==> config.mk <==
export PLATFORM = sky130hd
export DESIGN_NAME = ethernet_frame_builder_crc32_unit
export DESIGN_NICKNAME = d
export VERILOG_FILES = /design/src/rtl/efb_pkg.sv /design/src/rtl/efb_crc32.sv /design/src/rtl/ethernet_frame_builder_crc32_unit.sv
export SDC_FILE = /design/constraint.sdc
export NUM_CORES = 1
export LEC_CHECK = 0
export BUFFER_PORTS_ARGS = -buffer_cell sky130_fd_sc_hd__buf_4
export CAP_MARGIN = 30
export CORE_UTILIZATION = 38
export CTS_CLUSTER_SIZE = 12
export DETAILED_ROUTE_END_ITERATION = 10
export SETUP_SLACK_MARGIN = 0.5
export SKIP_LAST_GASP = 1
export SLEW_MARGIN = 20
export SYNTH_ARGS = -nofsm -noshare
export SYNTH_HDL_FRONTEND = slang
export SYNTH_SLANG_ARGS = --single-unit
==> constraint.sdc <==
create_clock -name clock -period 3.4 [get_ports clock]
set_clock_uncertainty 0.2 [all_clocks]
set_input_delay 0.68 -clock clock [delete_from_list [all_inputs] [get_ports clock]]
set_output_delay 0.68 -clock clock [all_outputs]
set_load 0.05 [all_outputs]
==> src/rtl/efb_pkg.sv <==
// efb_pkg: shared constants for the Ethernet frame builder with CRC-32 FCS.
// Used by efb_crc32 and ethernet_frame_builder_crc32_unit; no dependencies.

package efb_pkg;

   // Reflected CRC-32 (IEEE 802.3 FCS)
   localparam logic [31:0] CRC_INIT = 32'hFFFF_FFFF;
   localparam logic [31:0] CRC_POLY = 32'hEDB8_8320;

   // Header layout
   localparam int          HDR_LEN  = 14;
   localparam int          HDR_BITS = HDR_LEN * 8;
   localparam int          FCS_LEN  = 4;

   // Register widths and reset values
   localparam int          MAC_W    = 48;
   localparam int          ETYPE_W  = 16;
   localparam int          CSR_IDX_W = 2;
   localparam logic [MAC_W-1:0]   DEST_MAC_RST   = 48'h3DE1_2D6F_E934;
   localparam logic [MAC_W-1:0]   SRC_MAC_RST    = 48'h34E1_2D6F_E93D;
   localparam logic [ETYPE_W-1:0] ETHER_TYPE_RST = 16'h0800;

   // Register indexes
   localparam logic [CSR_IDX_W-1:0] CSR_DEST_MAC   = 2'd0;
   localparam logic [CSR_IDX_W-1:0] CSR_SRC_MAC    = 2'd1;
   localparam logic [CSR_IDX_W-1:0] CSR_ETHER_TYPE = 2'd2;

   // Control from the sequencer to the CRC unit
   typedef struct packed {
      logic step;     // fold one byte into the running CRC
      logic restart;  // start from CRC_INIT instead of the stored value
   } crc_ctrl_type;

endpackage

==> src/rtl/efb_crc32.sv <==
// efb_crc32: running reflected CRC-32 register with a byte-wide update.
// Depends on efb_pkg for the polynomial, initial value and control struct.

module efb_crc32 (
   input  logic                 clock,
   input  logic                 reset,
   input  efb_pkg::crc_ctrl_type ctrl,
   input  logic [7:0]           data_byte,
   output logic [31:0]          crc
);

   logic [31:0] crc_ff;
   logic [31:0] crc_in;
   logic [31:0] crc_base;
   logic [31:0] crc_upd;

   // Eight bit steps of the reflected shift register, unrolled into an XOR net
   always_comb begin
      crc_upd = crc_base ^ {24'd0, data_byte};
      for (int k = 0; k < 8; k++) begin
         if (crc_upd[0]) begin
            crc_upd = (crc_upd >> 1) ^ efb_pkg::CRC_POLY;
         end else begin
            crc_upd = crc_upd >> 1;
         end
      end
   end

   assign crc_base = ctrl.restart ? efb_pkg::CRC_INIT : crc_ff;
   assign crc_in   = ctrl.step ? crc_upd : crc_ff;

   always_ff @(posedge clock) begin
      if (reset) begin
         crc_ff <= efb_pkg::CRC_INIT;
      end else begin
         crc_ff <= crc_in;
      end
   end

   assign crc = crc_ff;

endmodule

==> src/rtl/ethernet_frame_builder_crc32_unit.sv <==
// ethernet_frame_builder_crc32_unit: top level of the Ethernet frame builder.
// Depends on efb_pkg and efb_crc32.
//
// Usage:
//   req_* carries payload words (one byte plus a last flag) under valid/ready.
//   rsp_* carries frame words (one byte plus frame_end) under valid/ready.
//   csr_* is a plain write port: csr_we writes csr_wdata into register
//   csr_index (0 dest MAC, 1 source MAC, 2 EtherType); other indexes drop.
//   Write registers only while no frame is open; the header is read from
//   them as it is sent.
// Flow:
//   The first payload word of a frame produces the 14-byte header (dest MAC,
//   source MAC, EtherType, each MSB first), then the payload byte. A word
//   flagged last is followed by the 4 FCS bytes, LSB first, frame_end on the
//   final one. The CRC-32 covers header and payload.
// Timing:
//   One holding register for the input word, one output register for the
//   frame word; frame words reach rsp through the output register.
//   Throughput is one frame word per cycle while rsp_ready is high, set by
//   the single output register.
// Reset and stall:
//   Reset empties both registers, closes any open frame, restores register
//   defaults. While rsp_valid is high and rsp_ready low, the output word holds
//   and the sequencer waits; req_ready is low while a held word is unfinished.

module ethernet_frame_builder_crc32_unit (
   input  logic                          clock,
   input  logic                          reset,
   // payload input
   input  logic                          req_valid,
   output logic                          req_ready,
   input  logic [7:0]                    req_payload_byte,
   input  logic                          req_last_byte,
   // frame output
   output logic                          rsp_valid,
   input  logic                          rsp_ready,
   output logic [7:0]                    rsp_out_byte,
   output logic                          rsp_frame_end,
   // configuration
   input  logic                          csr_we,
   input  logic [efb_pkg::CSR_IDX_W-1:0] csr_index,
   input  logic [efb_pkg::MAC_W-1:0]     csr_wdata
);

   // Sequencer phases
   localparam logic [1:0] PH_HDR  = 2'd0;
   localparam logic [1:0] PH_DATA = 2'd1;
   localparam logic [1:0] PH_FCS  = 2'd2;
   localparam logic [3:0] HDR_IDX_LAST = 4'(efb_pkg::HDR_LEN - 1);
   localparam logic [3:0] FCS_IDX_LAST = 4'(efb_pkg::FCS_LEN - 1);

   // Configuration registers
   logic [efb_pkg::MAC_W-1:0]   dest_mac_ff, dest_mac_in;
   logic [efb_pkg::MAC_W-1:0]   src_mac_ff, src_mac_in;
   logic [efb_pkg::ETYPE_W-1:0] ether_type_ff, ether_type_in;

   // Holding register for the current input word
   logic       hold_valid_ff, hold_valid_in;
   logic [7:0] hold_byte_ff, hold_byte_in;
   logic       hold_last_ff, hold_last_in;

   // Sequencer
   logic [1:0] phase_ff, phase_in;
   logic [3:0] idx_ff, idx_in;
   logic       in_frame_ff, in_frame_in;

   // Output register
   logic       out_valid_ff, out_valid_in;
   logic [7:0] out_byte_ff, out_byte_in;
   logic       out_end_ff, out_end_in;

   logic                         out_free;
   logic                         step;
   logic                         word_done;
   logic                         req_take;
   logic [7:0]                   seq_byte;
   logic                         seq_end;
   logic                         seq_done;
   logic [efb_pkg::HDR_BITS-1:0] hdr_vec;
   logic [efb_pkg::HDR_BITS-1:0] hdr_shift;
   logic [31:0]                  crc;
   logic [31:0]                  fcs_shift;
   efb_pkg::crc_ctrl_type        crc_ctrl;

   // ---------------- configuration ----------------
   always_comb begin
      dest_mac_in   = dest_mac_ff;
      src_mac_in    = src_mac_ff;
      ether_type_in = ether_type_ff;
      if (csr_we) begin
         unique case (csr_index)
            efb_pkg::CSR_DEST_MAC:   dest_mac_in   = csr_wdata;
            efb_pkg::CSR_SRC_MAC:    src_mac_in    = csr_wdata;
            efb_pkg::CSR_ETHER_TYPE: ether_type_in = csr_wdata[efb_pkg::ETYPE_W-1:0];
            default: ;  // unknown index: drop the write
         endcase
      end
   end

   // ---------------- byte selection ----------------
   assign hdr_vec   = {dest_mac_ff, src_mac_ff, ether_type_ff};
   assign hdr_shift = hdr_vec << {idx_ff, 3'b000};
   assign fcs_shift = (~crc) >> {idx_ff[1:0], 3'b000};

   // Advance whenever a word is held and the output register can take a byte
   assign out_free = !out_valid_ff || rsp_ready;
   assign step     = hold_valid_ff && out_free;

   always_comb begin
      seq_byte         = 8'd0;
      seq_end          = 1'b0;
      seq_done         = 1'b0;
      crc_ctrl.step    = 1'b0;
      crc_ctrl.restart = 1'b0;
      unique case (phase_ff)
         PH_HDR: begin
            seq_byte         = hdr_shift[efb_pkg::HDR_BITS-1 -: 8];
            crc_ctrl.step    = step;
            crc_ctrl.restart = (idx_ff == 4'd0);
         end
         PH_DATA: begin
            seq_byte      = hold_byte_ff;
            crc_ctrl.step = step;
            seq_done      = !hold_last_ff;
         end
         PH_FCS: begin
            seq_byte = fcs_shift[7:0];
            seq_end  = (idx_ff == FCS_IDX_LAST);
            seq_done = seq_end;
         end
         default: ;
      endcase
   end

   assign word_done = step && seq_done;
   assign req_ready = !hold_valid_ff || word_done;
   assign req_take  = req_valid && req_ready;

   // ---------------- sequencer and holding register ----------------
   always_comb begin
      phase_in      = phase_ff;
      idx_in        = idx_ff;
      in_frame_in   = in_frame_ff;
      hold_valid_in = hold_valid_ff;
      hold_byte_in  = hold_byte_ff;
      hold_last_in  = hold_last_ff;

      if (step) begin
         unique case (phase_ff)
            PH_HDR: begin
               if (idx_ff == HDR_IDX_LAST) begin
                  phase_in    = PH_DATA;
                  idx_in      = 4'd0;
                  in_frame_in = 1'b1;
               end else begin
                  idx_in = idx_ff + 4'd1;
               end
            end
            PH_DATA: begin
               if (hold_last_ff) begin
                  phase_in = PH_FCS;
                  idx_in   = 4'd0;
               end
            end
            PH_FCS: begin
               idx_in = idx_ff + 4'd1;
               if (seq_end) begin
                  in_frame_in = 1'b0;
               end
            end
            default: ;
         endcase
      end

      if (word_done) begin
         hold_valid_in = 1'b0;
      end

      // Load a new word; an open frame skips the header
      if (req_take) begin
         hold_valid_in = 1'b1;
         hold_byte_in  = req_payload_byte;
         hold_last_in  = req_last_byte;
         phase_in      = in_frame_in ? PH_DATA : PH_HDR;
         idx_in        = 4'd0;
      end
   end

   // ---------------- output register ----------------
   always_comb begin
      out_valid_in = out_valid_ff;
      out_byte_in  = out_byte_ff;
      out_end_in   = out_end_ff;
      if (step) begin
         out_valid_in = 1'b1;
         out_byte_in  = seq_byte;
         out_end_in   = seq_end;
      end else if (rsp_ready) begin
         out_valid_in = 1'b0;
      end
   end

   always_ff @(posedge clock) begin
      if (reset) begin
         dest_mac_ff   <= efb_pkg::DEST_MAC_RST;
         src_mac_ff    <= efb_pkg::SRC_MAC_RST;
         ether_type_ff <= efb_pkg::ETHER_TYPE_RST;
         hold_valid_ff <= 1'b0;
         phase_ff      <= PH_HDR;
         idx_ff        <= 4'd0;
         in_frame_ff   <= 1'b0;
         out_valid_ff  <= 1'b0;
      end else begin
         dest_mac_ff   <= dest_mac_in;
         src_mac_ff    <= src_mac_in;
         ether_type_ff <= ether_type_in;
         hold_valid_ff <= hold_valid_in;
         phase_ff      <= phase_in;
         idx_ff        <= idx_in;
         in_frame_ff   <= in_frame_in;
         out_valid_ff  <= out_valid_in;
      end
   end

   // Payload registers need no reset
   always_ff @(posedge clock) begin
      hold_byte_ff <= hold_byte_in;
      hold_last_ff <= hold_last_in;
      out_byte_ff  <= out_byte_in;
      out_end_ff   <= out_end_in;
   end

   efb_crc32 u_crc (
      .clock     (clock),
      .reset     (reset),
      .ctrl      (crc_ctrl),
      .data_byte (seq_byte),
      .crc       (crc)
   );

   assign rsp_valid     = out_valid_ff;
   assign rsp_out_byte  = out_byte_ff;
   assign rsp_frame_end = out_end_ff;

endmodule

==> run_results.csv, run 1 <==
group,metric,value,unit
logic_synthesis,yosysUniqueCellTypes,66,
critical_path,cp-start-kind,"flop",
critical_path,critPathCapture,"u_crc.crc[23]$_SDFFE_PP1P_",
critical_path,required,3510,ps
clocking,cts_tree,"yes",
logic_synthesis,syn_area,8376,um2
drt,vias,7428,
drt,post-route-drc-count,0,
drt,top_signal_layer_used,"met4",
clocking,root_buffer,"clkbuf_16",
logic_synthesis,syn_nets,1030,
sta,rsz0062_at_grt,"true",
clocking,clockBufferDepth,2,
place,place_area,9424,um2
logic_synthesis,ys_seq_area_share,43.02,%
pwr,power.density,488.1,nW/um2
layout,post-route-util,52.62,%
drt,via_per_inst,5.426,
sta,setup_ws,356.5,ps
pwr,p_leak,4.384,nW
layout,fin_nets,1154,
drt,postRouteAntennaNets,0,
place,hpwl,17.50,mm
drt,drt-total-wl,26.80,mm
critical_path,critical_path_cell_count,11,
run,cap_viol_max_count,0,
drt,initialDrtViolationCount,752,
clocking,clk_pin_slew,70,ps
logic_synthesis,synthFlopType,"dfxtp_1",
global_route,grt_max_degree,58,
drt,wl_met2,12.72,mm
logic_synthesis,synthCells,958,
critical_path,reg2reg_from,"idx_ff[0]$_SDFFE_PP0P_",
global_route,grt_usage,23.64,%
die,dieArea,22640,um2
place,portBuffers,74,
critical_path,cpPeakStageDelay,410,ps
global_route,grt_pass1_wl,39.76,mm
clocking,clock-sinks,171,
sta,finalSetupViolations,0,
layout,num_antenna_cells,0,
critical_path,cp.arrival,3150,ps
die,die_y,150.5,um
die,io_pins,75,
logic_synthesis,async_reset_ff_share,0,%
logic_synthesis,synth_edf_count,18,
die,rows,53,
drt,post_drt_wl_per_cell,19.58,um
critical_path,r2r_setup_slack,360,ps
global_route,grt_antenna_before_repair,0,
sta,drv_slew,0,
layout,fin_area,11200,um2
clocking,htreeDepth,4,
die,initial_core_util,39.35,%
sta,period_needed,3043,ps
global_route,overflow,0,
clocking,numCtsBuffers,17,
critical_path,crit_chain,"buf_8, mux2i_2, o22ai_2, o211ai_1, a31oi_4, xnor2_4, buf_6, xor2_1, xnor2_1, xnor2_1, o211ai_1",
logic_synthesis,ys_warn_count,0,
global_route,grt_pass1_vias,6929,
sta,tns,0,ps
logic_synthesis,post_synth.cell_area_avg,8.743,um2
critical_path,critPathLaunch,"idx_ff[0]$_SDFFE_PP0P_",
place,pre_cts_slack,158.5,ps
layout,drive_gt1_share,29.89,%
sta,whs,212.4,ps
run_status,status,"complete, no violations",
drt,drtPass1Iterations,5,
drt,wl_met1,11.35,mm
layout,layout-area-overhead-vs-synth,33.73,%
critical_path,reg2reg_to,"u_crc.crc[23]$_SDFFE_PP1P_",
critical_path,critPathMaxFanout,7,
sta,fin_crit_sh,89.51,%
critical_path,worst-r2r-cell-count,11,
sta,worstMarginPinSlew,806.7,ps
critical_path,cp_top_family,"XOR/XNOR gates",
critical_path,crit_type,"reg2reg",
pwr,peakVddDrop,0.3111,mV
critical_path,end_kind,"flop",
die,die_width,150.5,um
worst_hold_path,min_path_type,"in2reg",
logic_synthesis,synth_seq_cells,171,
place,place_congestion,0.9181,
sta,max_freq,328.6,MHz
clocking,clk_latency,450,ps
drt,met3_length,1.981,mm
die,core,21290,um2
critical_path,path_buf_inv,2,
critical_path,cp_slowest_cell,"dfxtp_4",
sta,hold_violations,0,
sta,max-slew-margin-rel,46.02,%
==> cells in the final DEF (no fill, tap or decap), types with 4 or more instances in the layout <==
master     count
a211oi_1       4
a211oi_2       4
a21oi_1       74
a21oi_2        4
a22oi_1        7
buf_12        12
buf_4        146
buf_6          7
clkbuf_16     19
dfxtp_1      148
edfxtp_1      18
inv_1          8
mux2i_1       37
mux4_2        12
nand2_1      255
nand3_1       64
nor2_1        41
nor2_2         4
nor2b_2        4
nor3_1         5
o211ai_1      22
o21ai_0        5
o21ai_1       10
o22ai_2        4
xnor2_1       27
xnor2_2       13
xnor2_4        9
xor2_1         9
xor2_2         6
xor2_4         7
==> state kept, by name, summed over array words and instances (netlist names), 2 cells and up <==
name           cells
hold_byte_ff       8
dest_mac_ff       48
ether_type_ff     16
u_crc.crc         32
idx_ff             4
rsp_out_byte       8
src_mac_ff        48
phase_ff           2
==> worst min-delay path by stage <==
stage	from	end	slack, ps	depth (start not counted)
floorplan	dest_mac_ff[35]$_SDFFE_PP0P_	dest_mac_ff[35]$_SDFFE_PP0P_	230	2
global placement	src_mac_ff[28]$_SDFFE_PP0P_	src_mac_ff[28]$_SDFFE_PP0P_	240	2
detailed placement	src_mac_ff[10]$_SDFFE_PP0P_	src_mac_ff[10]$_SDFFE_PP0P_	240	2
CTS	req_payload_byte[1]	hold_byte_ff[1]$_DFFE_PP_	200	1
global route	req_payload_byte[1]	hold_byte_ff[1]$_DFFE_PP_	200	1
finish	req_payload_byte[1]	hold_byte_ff[1]$_DFFE_PP_	210	1
==> cells in the mapped netlist (6+ instances only) <==
| master | count | area [um2] |
|---|---|---|
| dfxtp_1 | 153 | 3063 |
| buf_1 | 8 | 30.03 |
| xnor2_1 | 42 | 367.9 |
| clkbuf_1 | 47 | 176.4 |
| o21ai_0 | 11 | 55.05 |
| mux2i_1 | 40 | 400.4 |
| nor2b_1 | 8 | 50.05 |
| o211ai_1 | 22 | 165.2 |
| inv_1 | 10 | 37.54 |
| a21oi_1 | 77 | 385.4 |
| edfxtp_1 | 18 | 540.5 |
| nand3_1 | 65 | 325.3 |
| o22ai_1 | 6 | 37.54 |
| a211oi_1 | 9 | 67.56 |
| xor2_1 | 18 | 157.7 |
| mux4_2 | 8 | 180.2 |
| a22oi_1 | 7 | 52.55 |
| nor2_1 | 45 | 168.9 |
| nand2_1 | 256 | 960.9 |
| ha_1 | 8 | 100.1 |
| o21ai_1 | 6 | 30.03 |
==> cell type report <==
cell class,instances,area (um2)
flip-flops and latches,171,3615
well taps,275,344.1
clock buffers,20,466.7
inverters,12,51.30
clock inverters,11,133.9
fillers,1903,10090
multi-input cells,708,5007
repair buffers,172,1583
==> where the power goes <==
part           total (mW)  switching (mW)  internal [mW]  leakage [nW]
clock                2.01           0.862           1.15         0.301
sequential           2.25          0.0950           2.16          1.42
combinational        1.20           0.611          0.589          2.66
==> cell families (layout without fill, tap and decap cells) <==
group | after synthesis | after routing | share of synthesized area [%]
multiplexers | 57 | 57 | 8.859
flip-flops | 171 | 171 | 43.02
adder cells (fa/ha/maj) | 8 | 8 | 1.195
XOR/XNOR | 71 | 71 | 8.948
buffers and inverters | 80 | 215 | 4.407
AND/OR/NAND/NOR | 409 | 410 | 20.82
AO/OA/AOI/OAI | 162 | 162 | 12.74
==> timing repair <==
action | CTS | global route
pin swaps | 20 | 42
hold buffers | 0 | 0
endpoints found under the hold margin | 0 | 0
endpoints found under the setup margin | 30 | 28
gates resized for setup | 55 | 77
buffers inserted | 20 | 26
cloned | 2 | 3
==> stage by stage <==
step | power, mW | cells
2_1_floorplan | 2.878 | 958
4_1_cts | 5.318 | 1340
5_1_grt | 5.679 | 1369
3_5_place_dp | 3.184 | 1287
6_report | 5.467 | 1369
3_3_place_gp | 3.177 | 1286
==> metal layers <==
| layer | vias to the layer above | GRT usage (%) |
|---|---|---|
| met3 | 49 | 5.152 |
| met1 | 3566 | 31.32 |
| met4 | 0 | 8.535 |
| li1 | 3513 | - |
| met2 | 300 | 37.67 |
| met5 | - | 0 |
Note: power is estimated with default switching activity, not from simulation.
==> run 2: changes to the inputs <==
==> constraint.sdc (replaced) <==
create_clock -name clock -period 3.2 [get_ports clock]
set_clock_uncertainty 0.2 [all_clocks]
set_input_delay 0.64 -clock clock [delete_from_list [all_inputs] [get_ports clock]]
set_output_delay 0.64 -clock clock [all_outputs]
set_load 0.05 [all_outputs]
==> run 2 against run 1 <==
Global-route usage is 0.79 points lower. First-iteration DRC count is 23% lower. Flip-flop and latch count stayed put. Clock power increased by 2%. Die area did not move. Cell area rose by 1.4%. Via count down 0.53%. Sequential share of layout area decreased by 0.45 points. Routed wire length down 3.6%. Worst hold slack got worse by 35 ps. Critical path type unchanged. Critical endpoint is now u_crc.crc[29]$_SDFFE_PP1P_. Largest cell class unchanged. Largest power group unchanged. Highest routed layer unchanged.
==> run_results.csv, run 2 (same netlist as run 1, synthesis figures left out) <==
group,metric,value,unit
sta,whs,177.8,ps
place,pre_cts_slack,82.97,ps
place,placed_cells,1294,
layout,fin_area,11350,um2
die,die_width,150.5,um
die,io_pins,75,
sta,finalSetupViolations,0,
critical_path,path_buf_inv,3,
sta,max-slew-margin-rel,40.39,%
run_status,status,"complete, no violations",
global_route,grt_antenna_before_repair,0,
critical_path,cp_top_family,"XOR/XNOR gates",
critical_path,cp-start-kind,"flop",
sta,fin_crit_sh,92.90,%
drt,via_per_inst,5.350,
global_route,grt_usage,22.85,%
place,place_area,9580,um2
critical_path,cp.arrival,3080,ps
clocking,cts_tree,"yes",
critical_path,reg2reg_from,"idx_ff[0]$_SDFFE_PP0P_",
critical_path,cp_slowest_cell,"mux4_2",
sta,period_needed,2973,ps
drt,drtPass1Iterations,6,
layout,final_cell_mix,"nand2_1, dfxtp_1, buf_4, a21oi_1, nand3_1",
critical_path,required,3310,ps
drt,vias,7389,
clocking,clockBufferDepth,2,
place,hpwl,17.20,mm
clocking,clk_latency,440,ps
global_route,grt_pass1_wl,38.76,mm
critical_path,critPathMaxFanout,7,
place,portBuffers,74,
drt,post_drt_wl_per_cell,18.72,um
critical_path,cpPeakStageDelay,510,ps
die,rows,53,
die,core,21290,um2
critical_path,end_kind,"flop",
worst_hold_path,min_path_type,"in2reg",
global_route,grt_util_met3,4.121,%
sta,hold_violations,0,
sta,drv_slew,0,
critical_path,worst-r2r-cell-count,11,
layout,layout.area.seq,3613,um2
global_route,top_usage_layer,"met2",
pwr,peakVddDrop,0.3450,mV
worst_hold_path,hold_end,"hold_byte_ff[0]$_DFFE_PP_",
clocking,clock-sinks,171,
drt,initialDrtViolationCount,579,
pwr,power.density,509.3,nW/um2
worst_hold_path,hold_path_depth,1,
layout,multi_input_area,5114,um2
sta,worstMarginPinSlew,890.8,ps
drt,postRouteAntennaNets,0,
global_route,grt_pass1_vias,6924,
pwr,power,5.782,mW
global_route,overflow,0,
clocking,clk_pin_slew,70,ps
layout,layout-area-overhead-vs-synth,35.55,%
global_route,grtUsageMet2,36.80,%
drt,post-route-drc-count,0,
die,die_y,150.5,um
layout,drive_gt1_share,31.28,%
sta,max_freq,336.4,MHz
sta,rsz0062_at_grt,"true",
clocking,cts_hold_buf,0,
clocking,htreeDepth,4,
die,initial_core_util,39.35,%
sta,setup_ws,227.3,ps
clocking,numCtsBuffers,17,
layout,post-route-util,53.34,%
worst_hold_path,worstHoldStart,"req_payload_byte[0]",
global_route,grt_max_degree,58,
layout,final_common_cell,"nand2_1",
global_route,grt_use_met1,30.94,%
clocking,root_buffer,"clkbuf_16",
sta,tns,0,ps
die,dieArea,22640,um2
place,place_congestion,0.9086,
critical_path,reg2reg_to,"u_crc.crc[29]$_SDFFE_PP1P_",
layout,fin_nets,1165,
run,cap_viol_max_count,0,
layout,fillers,1894,
layout,num_antenna_cells,0,
critical_path,crit_type,"reg2reg",
drt,drt-total-wl,25.85,mm
pwr,p_leak,4.439,nW
critical_path,crit_chain,"buf_6, mux4_2, a32oi_1, buf_4, a31oi_4, xnor2_4, xor2_2, buf_4, xnor2_4, nor4b_2, a211oi_1",
layout,finalNonFillerCells,1381,
critical_path,r2r_setup_slack,230,ps
run 2: cell count changes in the layout (fill, tap and decap cells not counted), sizes merged:
cell and change:
clkinvlp +2, bufinv -2, inv +3, buf +14
clkbuf -3, bufbuf -1, and3 -1
run 2: worst register-to-register path: stages (launching register included):
cell      delay [ps]
dfxtp_4          430
buf_6            140
mux4_2           510
a32oi_1          210
buf_4            170
a31oi_4          110
xnor2_4          300
xor2_2           210
buf_4            170
xnor2_4           70
nor4b_2          260
a211oi_1          80
run 2: report_power, final:
part	switching [mW]	internal (mW)
clock network	0.985	1.06
logic	0.665	0.679
registers	0.101	2.29
run 2: worst max-delay path by stage:
stage                                      end  cells past startpoint                startpoint
floorplan            u_crc.crc[5]$_SDFFE_PP1P_                     11  phase_ff[0]$_SDFFE_PP0P_
global placement     u_crc.crc[5]$_SDFFE_PP1P_                     11    idx_ff[1]$_SDFFE_PP0P_
detailed placement  u_crc.crc[20]$_SDFFE_PP1P_                     11    idx_ff[1]$_SDFFE_PP0P_
CTS                 u_crc.crc[20]$_SDFFE_PP1P_                     10    idx_ff[0]$_SDFFE_PP0P_
global route        u_crc.crc[29]$_SDFFE_PP1P_                     11    idx_ff[1]$_SDFFE_PP0P_
finish              u_crc.crc[29]$_SDFFE_PP1P_                     11    idx_ff[0]$_SDFFE_PP0P_
run 2: repair_timing:
item	in CTS	in global routing
pin swaps	56	40
buffers inserted	40	14
endpoints found under the hold margin	0	0
setup endpoints to repair	32	46
cloned	0	1
resized for setup	84	55
run 2: layer usage:
| layer | vias up | routed length [um] |
|---|---|---|
| met5 | - | 0 |
| met4 | 0 | 550 |
| met3 | 33 | 1516 |
| met2 | 242 | 12340 |
| met1 | 3564 | 11450 |
| li1 | 3550 | - |
run 2: area by class of cell:
class                           instances  area share [%]
Timing Repair Buffer                  184           14.49
Inverter                               12          0.5069
Clock inverter                         14           1.234
Clock buffer                           18           3.868
Tap cell                              275           3.031
Sequential cell                       171           31.83
Multi-Input combinational cell        707           45.04
==> run 3: changes to the inputs <==
--- a/config.mk
+++ b/config.mk
@@ -10,6 +10,7 @@
 export CORE_UTILIZATION = 38
 export CTS_CLUSTER_SIZE = 12
 export DETAILED_ROUTE_END_ITERATION = 10
+export PLACE_DENSITY = 0.51
 export SETUP_SLACK_MARGIN = 0.5
 export SKIP_LAST_GASP = 1
 export SLEW_MARGIN = 20
==> run 3 against run 2 <==
Flip-flop and latch count unchanged. Critical path depth up 2. Clock power up 3%. Final cell count up 1.6%. Largest power group unchanged. Non-clock buffer count up 22. Worst setup slack worse by 33 ps. Sequential power about the same. First-iteration DRC count down 16%. Critical endpoint is now u_crc.crc[27]$_SDFFE_PP1P_. Via count up 0.22%. Power up 0.56%. Utilization up 1.2 points. Register-to-register slack worse by 30 ps.
==> run_results.csv, run 3 (same netlist as run 1, synthesis figures left out) <==
group,metric,value,unit
sta,rsz0062_at_grt,"true",
layout,drive_gt1_share,32.54,%
place,hpwl,17.64,mm
layout,final_cell_mix,"nand2_1, buf_4, dfxtp_1, a21oi_1, nand3_1",
layout,fin_area,11610,um2
clocking,clk_pin_slew,70,ps
drt,drtPass1Iterations,8,
clocking,clock-sinks,171,
global_route,grt_max_degree,58,
die,rows,53,
place,placed_cells,1305,
drt,postRouteAntennaNets,0,
die,io_pins,75,
sta,tns,0,ps
run,cap_viol_max_count,0,
drt,initialDrtViolationCount,485,
drt,post-route-drc-count,0,
critical_path,cp-start-kind,"flop",
run_status,status,"complete, no violations",
clocking,root_buffer,"clkbuf_16",
global_route,grt_antenna_before_repair,0,
layout,finalNonFillerCells,1403,
sta,finalSetupViolations,0,
clocking,clockBufferDepth,2,
sta,max-slew-margin-rel,48.87,%
drt,via_per_inst,5.278,
sta,period_needed,3006,ps
worst_hold_path,min_path_type,"in2reg",
sta,drv_slew,0,
clocking,htreeDepth,4,
die,dieArea,22640,um2
global_route,grt_pass1_vias,7275,
critical_path,end_kind,"flop",
sta,worstMarginPinSlew,764.1,ps
sta,max_freq,332.7,MHz
layout,layout-area-overhead-vs-synth,38.65,%
critical_path,crit_type,"reg2reg",
global_route,grt_pass1_wl,42.01,mm
place,portBuffers,74,
die,die_width,150.5,um
drt,post_drt_wl_per_cell,19.25,um
die,initial_core_util,39.35,%
global_route,overflow,0,
layout,final_common_cell,"nand2_1",
clocking,cts_tree,"yes",
die,core,21290,um2
drt,vias,7405,
pwr,power.density,500.7,nW/um2
layout,fin_nets,1187,
pwr,peakVddDrop,0.2630,mV
global_route,grt_usage,25.00,%
place,place_area,9666,um2
sta,hold_violations,0,
die,die_y,150.5,um
layout,num_antenna_cells,0,
critical_path,critPathMaxFanout,6,
critical_path,cp.arrival,3110,ps
clocking,numCtsBuffers,17,
drt,drt-total-wl,27.01,mm
pwr,p_leak,4.573,nW
place,place_congestion,0.8738,
critical_path,required,3310,ps
clocking,clk_latency,440,ps
layout,fillers,1946,
sta,fin_crit_sh,93.93,%
run 3: cell types whose count changed in the layout (fill, tap and decap cells not counted), sizes merged:
cell / previous run / this run
buf: 183 / 204
clkinvlp: 3 / 0
clkinv: 4 / 3
clkbuf: 19 / 21
bufbuf: 0 / 2
bufinv: 0 / 1
run 3: routing by layer:
layer	GRT usage, %	wire length, um	share of wire (%)	vias up
met3	4.424	1259	4.7	34
met1	32.65	12030	45	3585
met5	0	0	0	-
met4	8.586	550	2.0	0
met2	41.41	13170	49	202
li1	-	-	-	3584
run 3: worst paths after layout:
kind	endpoint	from	slack [ps]	cells past startpoint
hold reg to reg	ether_type_ff[10]$_SDFFE_PP0P_	ether_type_ff[10]$_SDFFE_PP0P_	250	2
hold / removal	hold_byte_ff[5]$_DFFE_PP_	req_payload_byte[5]	180	1
setup reg to reg	u_crc.crc[27]$_SDFFE_PP1P_	phase_ff[0]$_SDFFE_PP0P_	190	13
setup / recovery	u_crc.crc[27]$_SDFFE_PP1P_	phase_ff[0]$_SDFFE_PP0P_	190	13
run 3: area by class of cell:
cell class              count  area (um2)  share of cell area (%)
multi-input cells         707        5122                   44.11
inverters                  12       50.05                  0.4310
clock inverters            11       121.4                   1.045
well taps                 275       344.1                   2.963
flip-flops and latches    171        3620                   31.17
clock buffers              21       471.7                   4.062
repair buffers            206        1883                   16.22
run 3: timing repair:
action,in CTS,in global routing
setup buffers,47,14
gates resized for setup,119,18
gates cloned,5,0
pin swaps,40,18
setup endpoints to repair,33,32
hold buffers,0,0
run 3: where the power goes:
part | internal (mW) | switching [mW] | leakage (nW)
Combinational | 0.660 | 0.646 | 2.85
Sequential | 2.29 | 0.0959 | 1.42
Clock | 1.17 | 0.953 | 0.294
Total | 4.12 | 1.70 | 4.57
run 3: worst max-delay path, stage by stage, from the launching register on:
cell	delay (ps)
dfxtp_2	330
inv_2	80
buf_4	110
ha_2	290
nand2b_4	150
a211oi_1	200
nand3_1	170
o211ai_1	220
xnor2_2	170
buf_6	180
xor2_4	250
xnor2_1	130
nor4b_1	300
a211oi_1	90
run 3: through the flow:
step / utilization (%) / hold slack [ps] / setup WS (ps) / total power, mW
floorplan: - / 231.5 / 451.5 / 3.081
finish: 54.55 / 178.5 / 194.1 / 5.814
global placement: 45.41 / 239.7 / 53.30 / 3.430
CTS: 53.68 / 163.8 / 266.1 / 5.790
global route: 54.55 / 149.1 / 82.05 / 6.039
detailed placement: 45.41 / 246.1 / 45.74 / 3.428
